File: src/rtl/cdq_pkg.sv
package cdq_pkg;

  localparam int unsigned DataW        = 32;
  localparam int unsigned CmdW         = 3;
  localparam int unsigned StatusW      = 2;
  localparam int unsigned DepthDefault = 32;

  typedef enum logic [CmdW-1:0] {
    CMD_PUSH_FRONT = 3'd0,
    CMD_PUSH_BACK  = 3'd1,
    CMD_POP_FRONT  = 3'd2,
    CMD_POP_BACK   = 3'd3,
    CMD_LIST       = 3'd4
  } cmd_e;

  typedef enum logic [StatusW-1:0] {
    ST_OK    = 2'd0,
    ST_EMPTY = 2'd1,
    ST_FULL  = 2'd2
  } status_e;

  typedef struct packed {
    cmd_e             cmd;
    logic [DataW-1:0] value;
  } op_t;

  // head of the command queue, as seen by the back end
  typedef struct packed {
    logic valid;
    op_t  op;
  } cmdq_head_t;

endpackage

File: src/rtl/cdq_front.sv
module cdq_front (
  input  logic                            clk_i,
  input  logic                            rst_ni,
  input  logic                            start,
  input  logic [cdq_pkg::CmdW-1:0]        command_i,
  input  logic signed [cdq_pkg::DataW-1:0] value_i,
  output logic                            busy,
  output cdq_pkg::cmdq_head_t             head_o,
  input  logic                            take_i
);
  import cdq_pkg::*;

  op_t        slot_q [2];
  logic       wr_ptr_q, wr_ptr_d;
  logic       rd_ptr_q, rd_ptr_d;
  logic [1:0] cnt_q, cnt_d;
  logic       cmd_ok;
  logic       push;
  logic       pop;

  // drop unused command codes here; they never reach the back end
  assign cmd_ok = command_i inside {CMD_PUSH_FRONT, CMD_PUSH_BACK, CMD_POP_FRONT,
                                    CMD_POP_BACK, CMD_LIST};

  assign busy = (cnt_q == 2'd2);
  assign push = start && !busy && cmd_ok;
  assign pop  = take_i && (cnt_q != 2'd0);

  assign head_o.valid = (cnt_q != 2'd0);
  assign head_o.op    = slot_q[rd_ptr_q];

  always_comb begin
    wr_ptr_d = push ? ~wr_ptr_q : wr_ptr_q;
    rd_ptr_d = pop ? ~rd_ptr_q : rd_ptr_q;
    cnt_d    = cnt_q + {1'b0, push} - {1'b0, pop};
  end

  always_ff @(posedge clk_i or negedge rst_ni) begin
    if (!rst_ni) begin
      wr_ptr_q <= 1'b0;
      rd_ptr_q <= 1'b0;
      cnt_q    <= 2'd0;
    end else begin
      wr_ptr_q <= wr_ptr_d;
      rd_ptr_q <= rd_ptr_d;
      cnt_q    <= cnt_d;
    end
  end

  always_ff @(posedge clk_i) begin
    if (push) begin
      slot_q[wr_ptr_q] <= '{cmd: cmd_e'(command_i), value: value_i};
    end
  end

endmodule

File: src/rtl/cdq_back.sv
module cdq_back #(
  parameter int unsigned DEPTH = cdq_pkg::DepthDefault
) (
  input  logic                              clk_i,
  input  logic                              rst_ni,
  input  cdq_pkg::cmdq_head_t               head_i,
  output logic                              take_o,
  output logic                              strobe_o,
  output logic signed [cdq_pkg::DataW-1:0]  value_res_o,
  output logic [cdq_pkg::StatusW-1:0]       status_o,
  output logic                              last_o
);
  import cdq_pkg::*;

  localparam int unsigned AW = (DEPTH > 1) ? $clog2(DEPTH) : 1;
  localparam int unsigned CW = $clog2(DEPTH + 1);
  localparam logic [CW-1:0] DepthC = CW'(DEPTH);
  localparam logic [CW:0]   DepthS = (CW+1)'(DEPTH);
  localparam logic [AW-1:0] LastA  = AW'(DEPTH - 1);

  typedef enum logic [2:0] {
    S_IDLE = 3'b001,
    S_POP  = 3'b010,
    S_LIST = 3'b100
  } state_e;

  function automatic logic [AW-1:0] wrap_inc(input logic [AW-1:0] a);
    return (a == LastA) ? '0 : a + 1'b1;
  endfunction

  function automatic logic [AW-1:0] wrap_dec(input logic [AW-1:0] a);
    return (a == '0) ? LastA : a - 1'b1;
  endfunction

  // offset is always below DEPTH, so one subtract folds the sum back
  function automatic logic [AW-1:0] ring_add(input logic [AW-1:0] h,
                                             input logic [CW-1:0] off);
    logic [CW:0] sum;
    sum = (CW+1)'(h) + (CW+1)'(off);
    if (sum >= DepthS) sum = sum - DepthS;
    return sum[AW-1:0];
  endfunction

  logic [DataW-1:0] mem_q [DEPTH];
  logic [DataW-1:0] rdata_q;

  state_e           state_q, state_d;
  logic [AW-1:0]    hd_q, hd_d;
  logic [CW-1:0]    occ_q, occ_d;
  logic [AW-1:0]    ptr_q, ptr_d;
  logic [CW-1:0]    idx_q, idx_d;

  logic             strobe_q, strobe_d;
  logic [DataW-1:0] value_q, value_d;
  status_e          status_q, status_d;
  logic             last_q, last_d;

  logic             wr_en, rd_en;
  logic [AW-1:0]    wr_addr, rd_addr;
  logic             occ_full, occ_empty, list_end;

  assign occ_full  = (occ_q == DepthC);
  assign occ_empty = (occ_q == '0);
  assign list_end  = (idx_q == occ_q - 1'b1);

  always_comb begin
    state_d  = state_q;
    hd_d     = hd_q;
    occ_d    = occ_q;
    ptr_d    = ptr_q;
    idx_d    = idx_q;
    take_o   = 1'b0;
    wr_en    = 1'b0;
    rd_en    = 1'b0;
    wr_addr  = hd_q;
    rd_addr  = hd_q;
    strobe_d = 1'b0;
    value_d  = '0;
    status_d = ST_OK;
    last_d   = 1'b1;

    case (state_q)
      S_IDLE: begin
        if (head_i.valid) begin
          take_o = 1'b1;
          case (head_i.op.cmd)
            CMD_PUSH_FRONT, CMD_PUSH_BACK: begin
              strobe_d = 1'b1;
              if (occ_full) begin
                status_d = ST_FULL;
              end else begin
                wr_en = 1'b1;
                occ_d = occ_q + 1'b1;
                if (head_i.op.cmd == CMD_PUSH_FRONT) begin
                  wr_addr = wrap_dec(hd_q);
                  hd_d    = wrap_dec(hd_q);
                end else begin
                  wr_addr = ring_add(hd_q, occ_q);
                end
              end
            end
            CMD_POP_FRONT, CMD_POP_BACK: begin
              if (occ_empty) begin
                strobe_d = 1'b1;
                status_d = ST_EMPTY;
              end else begin
                rd_en   = 1'b1;
                occ_d   = occ_q - 1'b1;
                state_d = S_POP;
                if (head_i.op.cmd == CMD_POP_FRONT) begin
                  rd_addr = hd_q;
                  hd_d    = wrap_inc(hd_q);
                end else begin
                  rd_addr = ring_add(hd_q, occ_q - 1'b1);
                end
              end
            end
            CMD_LIST: begin
              if (occ_empty) begin
                strobe_d = 1'b1;
                status_d = ST_EMPTY;
              end else begin
                rd_en   = 1'b1;
                rd_addr = hd_q;
                ptr_d   = wrap_inc(hd_q);
                idx_d   = '0;
                state_d = S_LIST;
              end
            end
            default: begin
            end
          endcase
        end
      end
      S_POP: begin
        strobe_d = 1'b1;
        value_d  = rdata_q;
        state_d  = S_IDLE;
      end
      S_LIST: begin
        // emit the word fetched last cycle, fetch the next one
        strobe_d = 1'b1;
        value_d  = rdata_q;
        last_d   = list_end;
        rd_en    = 1'b1;
        rd_addr  = ptr_q;
        ptr_d    = wrap_inc(ptr_q);
        idx_d    = idx_q + 1'b1;
        if (list_end) state_d = S_IDLE;
      end
      default: begin
        state_d = S_IDLE;
      end
    endcase
  end

  always_ff @(posedge clk_i or negedge rst_ni) begin
    if (!rst_ni) begin
      state_q  <= S_IDLE;
      hd_q     <= '0;
      occ_q    <= '0;
      ptr_q    <= '0;
      idx_q    <= '0;
      strobe_q <= 1'b0;
    end else begin
      state_q  <= state_d;
      hd_q     <= hd_d;
      occ_q    <= occ_d;
      ptr_q    <= ptr_d;
      idx_q    <= idx_d;
      strobe_q <= strobe_d;
    end
  end

  always_ff @(posedge clk_i) begin
    value_q  <= value_d;
    status_q <= status_d;
    last_q   <= last_d;
  end

  always_ff @(posedge clk_i) begin
    if (wr_en) mem_q[wr_addr] <= head_i.op.value;
    if (rd_en) rdata_q <= mem_q[rd_addr];
  end

  assign strobe_o    = strobe_q;
  assign value_res_o = value_q;
  assign status_o    = status_q;
  assign last_o      = last_q;

endmodule

File: src/rtl/circular_deque_unit.sv
// channel  | handshake          | ports
// ---------+--------------------+-----------------------------------------
// command  | start && !busy     | command_i, value_i
// result   | strobe_o (1 cycle) | value_res_o, status_o, last_o
//
// A command enters a two-word command queue; busy is high while it is full.
// The back end takes one command per cycle for a push or a refused command;
// a pop holds it for one memory read, a list until every stored word is out.
// Each result is registered onto the result ports the cycle after it is made.
// Reset clears the queue, the head index and the occupancy; the word store
// is not cleared. The receiver cannot stall: every strobe is one word taken.
module circular_deque_unit #(
  parameter int unsigned DEPTH = cdq_pkg::DepthDefault
) (
  input  logic                              clk_i,
  input  logic                              rst_ni,
  input  logic                              start,
  output logic                              busy,
  input  logic [cdq_pkg::CmdW-1:0]          command_i,
  input  logic signed [cdq_pkg::DataW-1:0]  value_i,
  output logic                              strobe_o,
  output logic signed [cdq_pkg::DataW-1:0]  value_res_o,
  output logic [cdq_pkg::StatusW-1:0]       status_o,
  output logic                              last_o
);
  import cdq_pkg::*;

  cmdq_head_t qhead;
  logic       take;

  cdq_front u_front (
    .clk_i    (clk_i),
    .rst_ni   (rst_ni),
    .start    (start),
    .command_i(command_i),
    .value_i  (value_i),
    .busy     (busy),
    .head_o   (qhead),
    .take_i   (take)
  );

  cdq_back #(
    .DEPTH(DEPTH)
  ) u_back (
    .clk_i      (clk_i),
    .rst_ni     (rst_ni),
    .head_i     (qhead),
    .take_o     (take),
    .strobe_o   (strobe_o),
    .value_res_o(value_res_o),
    .status_o   (status_o),
    .last_o     (last_o)
  );

endmodule
File: config.mk
export PLATFORM = sky130hd
export DESIGN_NAME = circular_deque_unit
export DESIGN_NICKNAME = d
export VERILOG_FILES = /design/src/rtl/cdq_pkg.sv /design/src/rtl/cdq_front.sv /design/src/rtl/cdq_back.sv /design/src/rtl/circular_deque_unit.sv
export SDC_FILE = /design/constraint.sdc
export NUM_CORES = 1
export LEC_CHECK = 0
export ABC_AREA = 1
export BUFFER_PORTS_ARGS = -buffer_cell sky130_fd_sc_hd__buf_2
export CORE_AREA = 2 2 363 365
export DETAILED_ROUTE_END_ITERATION = 8
export DIE_AREA = 0 0 365 367
export GPL_ROUTABILITY_DRIVEN = 0
export PLACE_DENSITY = 0.53
export SLEW_MARGIN = 20
export SYNTH_ARGS = -nofsm -noshare
export SYNTH_HDL_FRONTEND = slang
export SYNTH_SLANG_ARGS = --single-unit
File: constraint.sdc
create_clock -name clk_i -period 5.3 [get_ports clk_i]
set_input_delay 1.06 -clock clk_i [delete_from_list [all_inputs] [get_ports clk_i]]
set_output_delay 1.06 -clock clk_i [all_outputs]
set_load 0.005 [all_outputs]
==> impl_metrics.ini, run 1 <==
[yosys]
synth_cell_types = 44
post-synth-top-area-cell = edfxtp_1
ys.warnings.count = 0
ys_seq_area_share_pct = 68.1
synth_area_leaders = edfxtp_1 (65%), nand3_1 (11%), nand2_1 (8.6%)
syn-cell-area_um2 = 51800
mappedNetlistNets = 4871
syn_inst = 4812
netlist.area_leader.share_pct = 65.3
ys_ff_latch = 1191
avgSynthCellArea_um2 = 10.8

[placement]
port_buffers = 74
dpl.cell_count = 6444
pre_cts_slack_ns = 1.02
dp_hpwl_um = 78200

[global_routing]
grt_max_degree = 214
grt_pass1_vias = 33500
antenna_found_initial = 6
grt_busiest_layer = met2
grt_pass1_wl_um = 221000
grtUsageMet1_pct = 31.4
gr-usage-met2_pct = 35.1
grtUsageMet3_pct = 4.26
track_usage_pct = 22.4
overflow = 0

[floorplan]
die_w_um = 365
io_pins = 75
start_util_pct = 39.7
fp.dieArea_um2 = 134000
die_h_um = 367
rows = 133
core-area_um2 = 130000

[setup_path]
cp.required_ns = 5.82
crit_fanout = 58
start_kind = register
rrSetupSlack_ns = 1.0
cp.arrival_ns = 4.82
end_kind = register
crit_type = register to register

[pwr]
p_leak_nw = 23.7
vdd_ir_drop_max_uv = 854
pwr_density_cell_nw_per_um2 = 656

[job]
cap_violations = 0

[cts]
clock-root-buffer = clkbuf_16
htreeDepth = 4
clk_latency_ns = 0.77
cts_buffer_depth = 3
numCtsBuffers = 136
clk_transition_reported_paths_ns = 0.06
cts_tree = yes
post_cts_buffers = 0
hold_buffers = 0
post_cts_resized = 0
cts.sinks = 1191

[finish]
multi_input_area_um2 = 13000
nets = 4889
area_growth_pct = 13.7
register_area_um2 = 35300
fillCellCount = 12100
fin_cells = 6693
drive_gt1_share_pct = 8.65

[sta]
fmax_mhz = 232
period_minus_slack_ns = 4.30
hold_violations = 0
fin_crit_sh_pct = 81.2
rsz0062_at_grt = false
finalSetupViolCount = 0
finalMaxSlewViolations = 0
maxSlewHeadroom_pct = 24.8
totalNegativeSetupSlack_ns = 0
worst_pin_slew_ns = 1.12
clock_skew_ns = 0.0286
fin_ws_ns = 0.998

[drt]
wl_um = 149000
dr.first_iter.drc_count = 3641
drc = 0
viasPerCell = 5.17
vias = 34600
ant_nets = 0
drtPass1Iterations = 7
wl_per_cell_um = 22.3

[run_status]
status = finished, final reports clean

[min_path]
hp-class = input port to async pin
-- worst max-delay path, stage by stage, from the launching register on --
cell	delay, ns
dfrtp_1	0.56
inv_1	0.21
ha_1	0.27
xnor2_1	0.28
inv_1	0.17
ha_1	0.38
xor2_1	0.16
nand2_1	0.06
o21ai_0	0.37
nor2_4	0.10
inv_6	0.49
buf_12	0.41
nand3_1	0.16
nand3_1	0.11
nand2_1	0.12
nand2_1	0.10
nand2_1	0.05
-- logic make-up (layout without fill, tap and decap cells) --
group	Yosys count	in the layout	synth area share [%]
xor+xnor	23	23	0.389
flops	1191	1191	68.1
buf+inv	924	1048	7.46
fa+ha+maj	21	21	0.537
other cells	0	2	0
compound gates	55	55	0.645
simple gates	2597	2597	22.8
mux	1	1	0.0218
-- cell usage in the layout (no fill, tap or decap), drive strengths merged, types with 29 or more instances in the layout --
master / Yosys / layout
nand3b: 162 / 162
clkinv: 0 / 49
buf: 254 / 164
nand2: 1198 / 1198
clkbuf: 30 / 177
nor2: 119 / 119
inv: 640 / 647
dfrtp: 29 / 29
nand3: 1106 / 1106
dfxtp: 35 / 35
edfxtp: 1126 / 1126
-- Yosys cell counts (all sizes together) --
| cell | instances |
|---|---|
| and3 | 2 |
| mux2 | 1 |
| ha | 19 |
| nand2 | 1198 |
| edfxtp | 1126 |
| nand3 | 1106 |
| dfrtp | 29 |
| nor3 | 5 |
| a21oi | 11 |
| xor2 | 19 |
| o221ai | 2 |
| dfxtp | 35 |
| or2 | 2 |
| o21bai | 1 |
| inv | 640 |
| o41ai | 1 |
| a22o | 1 |
| dfstp | 1 |
| o21a | 1 |
| nand3b | 162 |
| a31oi | 1 |
| a22oi | 1 |
| o22ai | 5 |
| o211ai | 5 |
| o21ai | 26 |
| xnor2 | 4 |
| nor2 | 119 |
| clkbuf | 30 |
| buf | 254 |
| fa | 2 |
| nand4 | 3 |
-- stage by stage --
stage          total power (W)  cell area [um2]  hold slack, ns  utilization (%)
6_report                0.0386            58800           0.388             45.1
3_3_place_gp            0.0297            54500           0.466             41.8
3_5_place_dp            0.0298            54500           0.487             41.8
2_1_floorplan           0.0238            51800           0.439                -
5_1_grt                 0.0410            58800           0.408             45.1
4_1_cts                 0.0389            58800           0.361             45.0
-- state kept, by name (all words and copies together) (netlist names) --
| name | count |
|---|---|
| u_back.ptr_q | 5 |
| u_front.wr_ptr_q | 1 |
| u_back.last_o | 1 |
| u_back.occ_q | 6 |
| u_back.rdata_q | 32 |
| u_back.idx_q | 6 |
| u_back.hd_q | 5 |
| u_back.state_q | 3 |
| u_front.rd_ptr_q | 1 |
| u_back.status_o | 2 |
| u_back.value_res_o | 32 |
| u_front.cnt_q | 2 |
| u_back.mem_q | 1024 |
| u_front.slot_q | 70 |
| u_back.strobe_o | 1 |
-- per-layer routing --
metal,routed length [um],part of all wire [%],up-vias
li1,-,-,16200
met1,65800,44,17000
met2,69300,46,1121
met3,10400,7.0,231
met4,3800,2.5,8
met5,52,0.035,-
-- area by class of cell --
class / count / area share [%]
antenna: 2 / 0.00851
clock buffer: 177 / 6.28
clock inverter: 67 / 0.953
inverter: 640 / 4.10
multi-input combinational: 2697 / 22.1
sequential: 1191 / 59.9
tap: 1755 / 3.73
timing repair buffer: 164 / 2.90
-- final timing paths --
check	endpoint	cells past startpoint	start
setup / recovery	u_back.rdata_q[25]$_DFFE_PP_	16	u_back.occ_q[0]$_DFFE_PN0P_
hold / removal	u_back.occ_q[2]$_DFFE_PN0P_	1	rst_ni
setup reg to reg	u_back.rdata_q[25]$_DFFE_PP_	16	u_back.occ_q[0]$_DFFE_PN0P_
hold reg to reg	u_back.value_res_o[22]$_SDFF_PN0_	2	u_back.rdata_q[22]$_DFFE_PP_
max in group asynchronous	u_back.ptr_q[1]$_DFFE_PN0P_	1	rst_ni
min in group clk_i	u_back.value_res_o[22]$_SDFF_PN0_	2	u_back.rdata_q[22]$_DFFE_PP_
-- power by group --
| group | switching, W | internal [W] | total, W |
|---|---|---|---|
| Sequential | 0.000310 | 0.0123 | 0.0126 |
| Clock | 0.00379 | 0.00526 | 0.00905 |
| Combinational | 0.0126 | 0.00438 | 0.0169 |
| Total | 0.0167 | 0.0219 | 0.0386 |
No activity file was read; power rests on OpenSTA's default activity.
==> run 2: changes to the inputs <==
--- a/config.mk
+++ b/config.mk
@@ -5,11 +5,11 @@
 export SDC_FILE = /design/constraint.sdc
 export NUM_CORES = 1
 export LEC_CHECK = 0
-export ABC_AREA = 1
+export ABC_AREA = 0
 export BUFFER_PORTS_ARGS = -buffer_cell sky130_fd_sc_hd__buf_2
-export CORE_AREA = 2 2 363 365
+export CORE_AREA = 2 2 374 376
 export DETAILED_ROUTE_END_ITERATION = 8
-export DIE_AREA = 0 0 365 367
+export DIE_AREA = 0 0 376 378
 export GPL_ROUTABILITY_DRIVEN = 0
 export PLACE_DENSITY = 0.53
 export SLEW_MARGIN = 20
==> constraint.sdc (replaced) <==
create_clock -name clk_i -period 4.25 [get_ports clk_i]
set_input_delay 0.85 -clock clk_i [delete_from_list [all_inputs] [get_ports clk_i]]
set_output_delay 0.85 -clock clk_i [all_outputs]
set_load 0.005 [all_outputs]
==> impl_metrics.ini, run 2 <==
[yosys]
netlist.area_leader.share_pct = 61.6
ys_dominant_reg_cell = edfxtp_1
yosys.area_share.simple_pct = 9.00
ys_ff_latch = 1191
synthMuxAreaShare_pct = 0.795
synth_area_leaders = edfxtp_1 (62%), a32oi_1 (8.2%), o31ai_1 (7.0%)
synth_cell_types = 64
ys_seq_area_share_pct = 64.2
post-synth-top-area-cell = edfxtp_1
syn-cell-area_um2 = 54900
syn_inst = 4344
synth_top_family_by_area = compound AO/OA/AOI/OAI gates
mappedNetlistNets = 4403
synth-async-reset-ratio_pct = 2.52
ys.warnings.count = 0
synth-adder-area-share_pct = 0.506
avgSynthCellArea_um2 = 12.6
synthTopCellsByCount = edfxtp_1 (1126), nand2_1 (548), a32oi_1 (513), o31ai_1 (513), clkbuf_1 (417)
synth_xor_area_share_pct = 0.510
synth_compound_area_share_pct = 20.6
yosysMostFrequentCell = edfxtp_1
synth_edf_count = 1126

[sta]
fin_crit_sh_pct = 92.0
finalSetupViolCount = 0
finalMaxSlewViolations = 0
hold_violations = 0
period_minus_slack_ns = 3.91
fmax_mhz = 256
worst_pin_slew_ns = 1.09
totalNegativeSetupSlack_ns = 0
clock_skew_ns = 0.0260
rsz0062_at_grt = false
maxSlewHeadroom_pct = 27.7

[drt]
drc = 0
viasPerCell = 6.72
vias = 41200
ant_nets = 0
wl_per_cell_um = 31.8
drtPass1Iterations = 5
dr.first_iter.drc_count = 5362
wl_um = 194000

[finish]
layout_common_cells = edfxtp_1 (1126), nand2_1 (546), o31ai_1 (513), a32oi_1 (513), or3_1 (261)
largest-register = u_back.mem_q
drive_gt1_share_pct = 13.8
final_common_cell = edfxtp_1
reg.largest.list = u_back.mem_q x1024, u_front.slot_q x70
fillCellCount = 12500
area_growth_pct = 14.0
register_area_um2 = 35300
largest_reg_flops = 1024
nets = 4267
multi_input_area_um2 = 17600

[run_status]
status = finished, final reports clean

[global_routing]
antenna_found_initial = 4
grt_busiest_layer = met2
gr-usage-met2_pct = 41.1
grtUsageMet3_pct = 4.82
grtUsageMet1_pct = 38.0
grt_max_degree = 161
track_usage_pct = 26.9
overflow = 0
grt_pass1_wl_um = 281000
grt_pass1_vias = 39500

[cts]
numCtsBuffers = 136
post_cts_buffers = 0
cts.sinks = 1191
clock-root-buffer = clkbuf_16
cts_tree = yes
cts_buffer_depth = 3
hold_buffers = 0
clk_transition_reported_paths_ns = 0.06
post_cts_resized = 0
clk_latency_ns = 0.77
htreeDepth = 4

[setup_path]
timing.rr.end = u_back.rdata_q[5]$_DFFE_PP_
cp.arrival_ns = 4.40
ff2ff_path_depth = 12
slowest_stage = buf_12
crit_fanout = 128
rrSetupSlack_ns = 0.34
crit_type = register to register
startpoint = u_back.occ_q[0]$_DFFE_PN0P_
cp_cell_sequence = inv_1, ha_1, inv_1, fa_1, xnor2_1, a211oi_4, buf_12, a31oi_1, a32oi_1, a32oi_1, o22ai_1, nor4_2
end_kind = register
start_kind = register
rr_startpoint = u_back.occ_q[0]$_DFFE_PN0P_
critPathMaxStageDelay_ns = 0.61
cp.required_ns = 4.74

[placement]
port_buffers = 74
dp_hpwl_um = 101000

[pwr]
pwr_density_cell_nw_per_um2 = 734
p_leak_nw = 21.6
power_w = 0.0459
vdd_ir_drop_max_uv = 816

[floorplan]
die_w_um = 376
start_util_pct = 39.6
die_h_um = 378
io_pins = 75
rows = 137
fp.dieArea_um2 = 142000
core-area_um2 = 139000

[job]
cap_violations = 0

[min_path]
hp-class = input port to async pin
## run 2: worst max-delay path by stage
stage	to	slack (ns)
floorplan	u_back.mem_q[0][0]$_DFFE_PP_	0.32
global placement	u_back.rdata_q[16]$_DFFE_PP_	0.44
finish	u_back.rdata_q[5]$_DFFE_PP_	0.34
global route	u_back.rdata_q[5]$_DFFE_PP_	0.17
CTS	u_back.rdata_q[16]$_DFFE_PP_	0.44
detailed placement	u_back.rdata_q[16]$_DFFE_PP_	0.47
## run 2: power by group
group / switching, W / total, W / internal [W]
clock: 0.00482 / 0.0113 / 0.00650
combinational: 0.0129 / 0.0191 / 0.00622
sequential: 0.000515 / 0.0155 / 0.0149
## run 2: cells by family (layout without fill, tap and decap cells)
family | Yosys count | after routing
multiplexers | 39 | 39
buffers and inverters | 571 | 543
XOR/XNOR | 32 | 32
other | 0 | 1
AND/OR/NAND/NOR | 1002 | 1002
flip-flops | 1191 | 1191
adder cells (fa/ha/maj) | 21 | 21
AO/OA/AOI/OAI | 1488 | 1488
## run 2: per-stage QoR
stage	utilization [%]	worst slack, ns	cells	instance area (um2)	hold WS, ns
after global routing	45.2	0.169	6123	62600	0.174
after detailed placement	42.1	0.466	5876	58300	0.473
after global placement	42.1	0.436	5876	58300	0.481
after floorplan	-	0.324	4344	54900	0.420
after CTS	45.2	0.441	6122	62600	0.136
final	45.2	0.341	6124	62600	0.148
## run 2: layer usage
| layer | wire [um] | part of all wire [%] | up-vias |
|---|---|---|---|
| met5 | 14 | 0.0072 | - |
| met4 | 6990 | 3.6 | 2 |
| met3 | 17700 | 9.1 | 404 |
| met2 | 87500 | 45 | 2299 |
| met1 | 82300 | 42 | 20900 |
| li1 | - | - | 17500 |
## run 2: layout make-up
type                       instances  share of cell area (%)
clock inverter                    62                   0.666
sequential                      1191                    56.3
multi-input combinational       2582                    28.1
antenna                            1                 0.00400
tap                             1807                    3.61
timing repair buffer             286                    5.05
inverter                          11                  0.0780
clock buffer                     184                    6.13
## run 2: worst max-delay path: cells and delay by family, from the launching register on
kind                     cells  cell delay [ns]
adder cells (fa/ha/maj)      2             0.80
flip-flops                   1             0.47
AND/OR/NAND/NOR              1             0.06
AO/OA/AOI/OAI                5             1.16
buffers and inverters        3             0.86
XOR/XNOR                     1             0.18
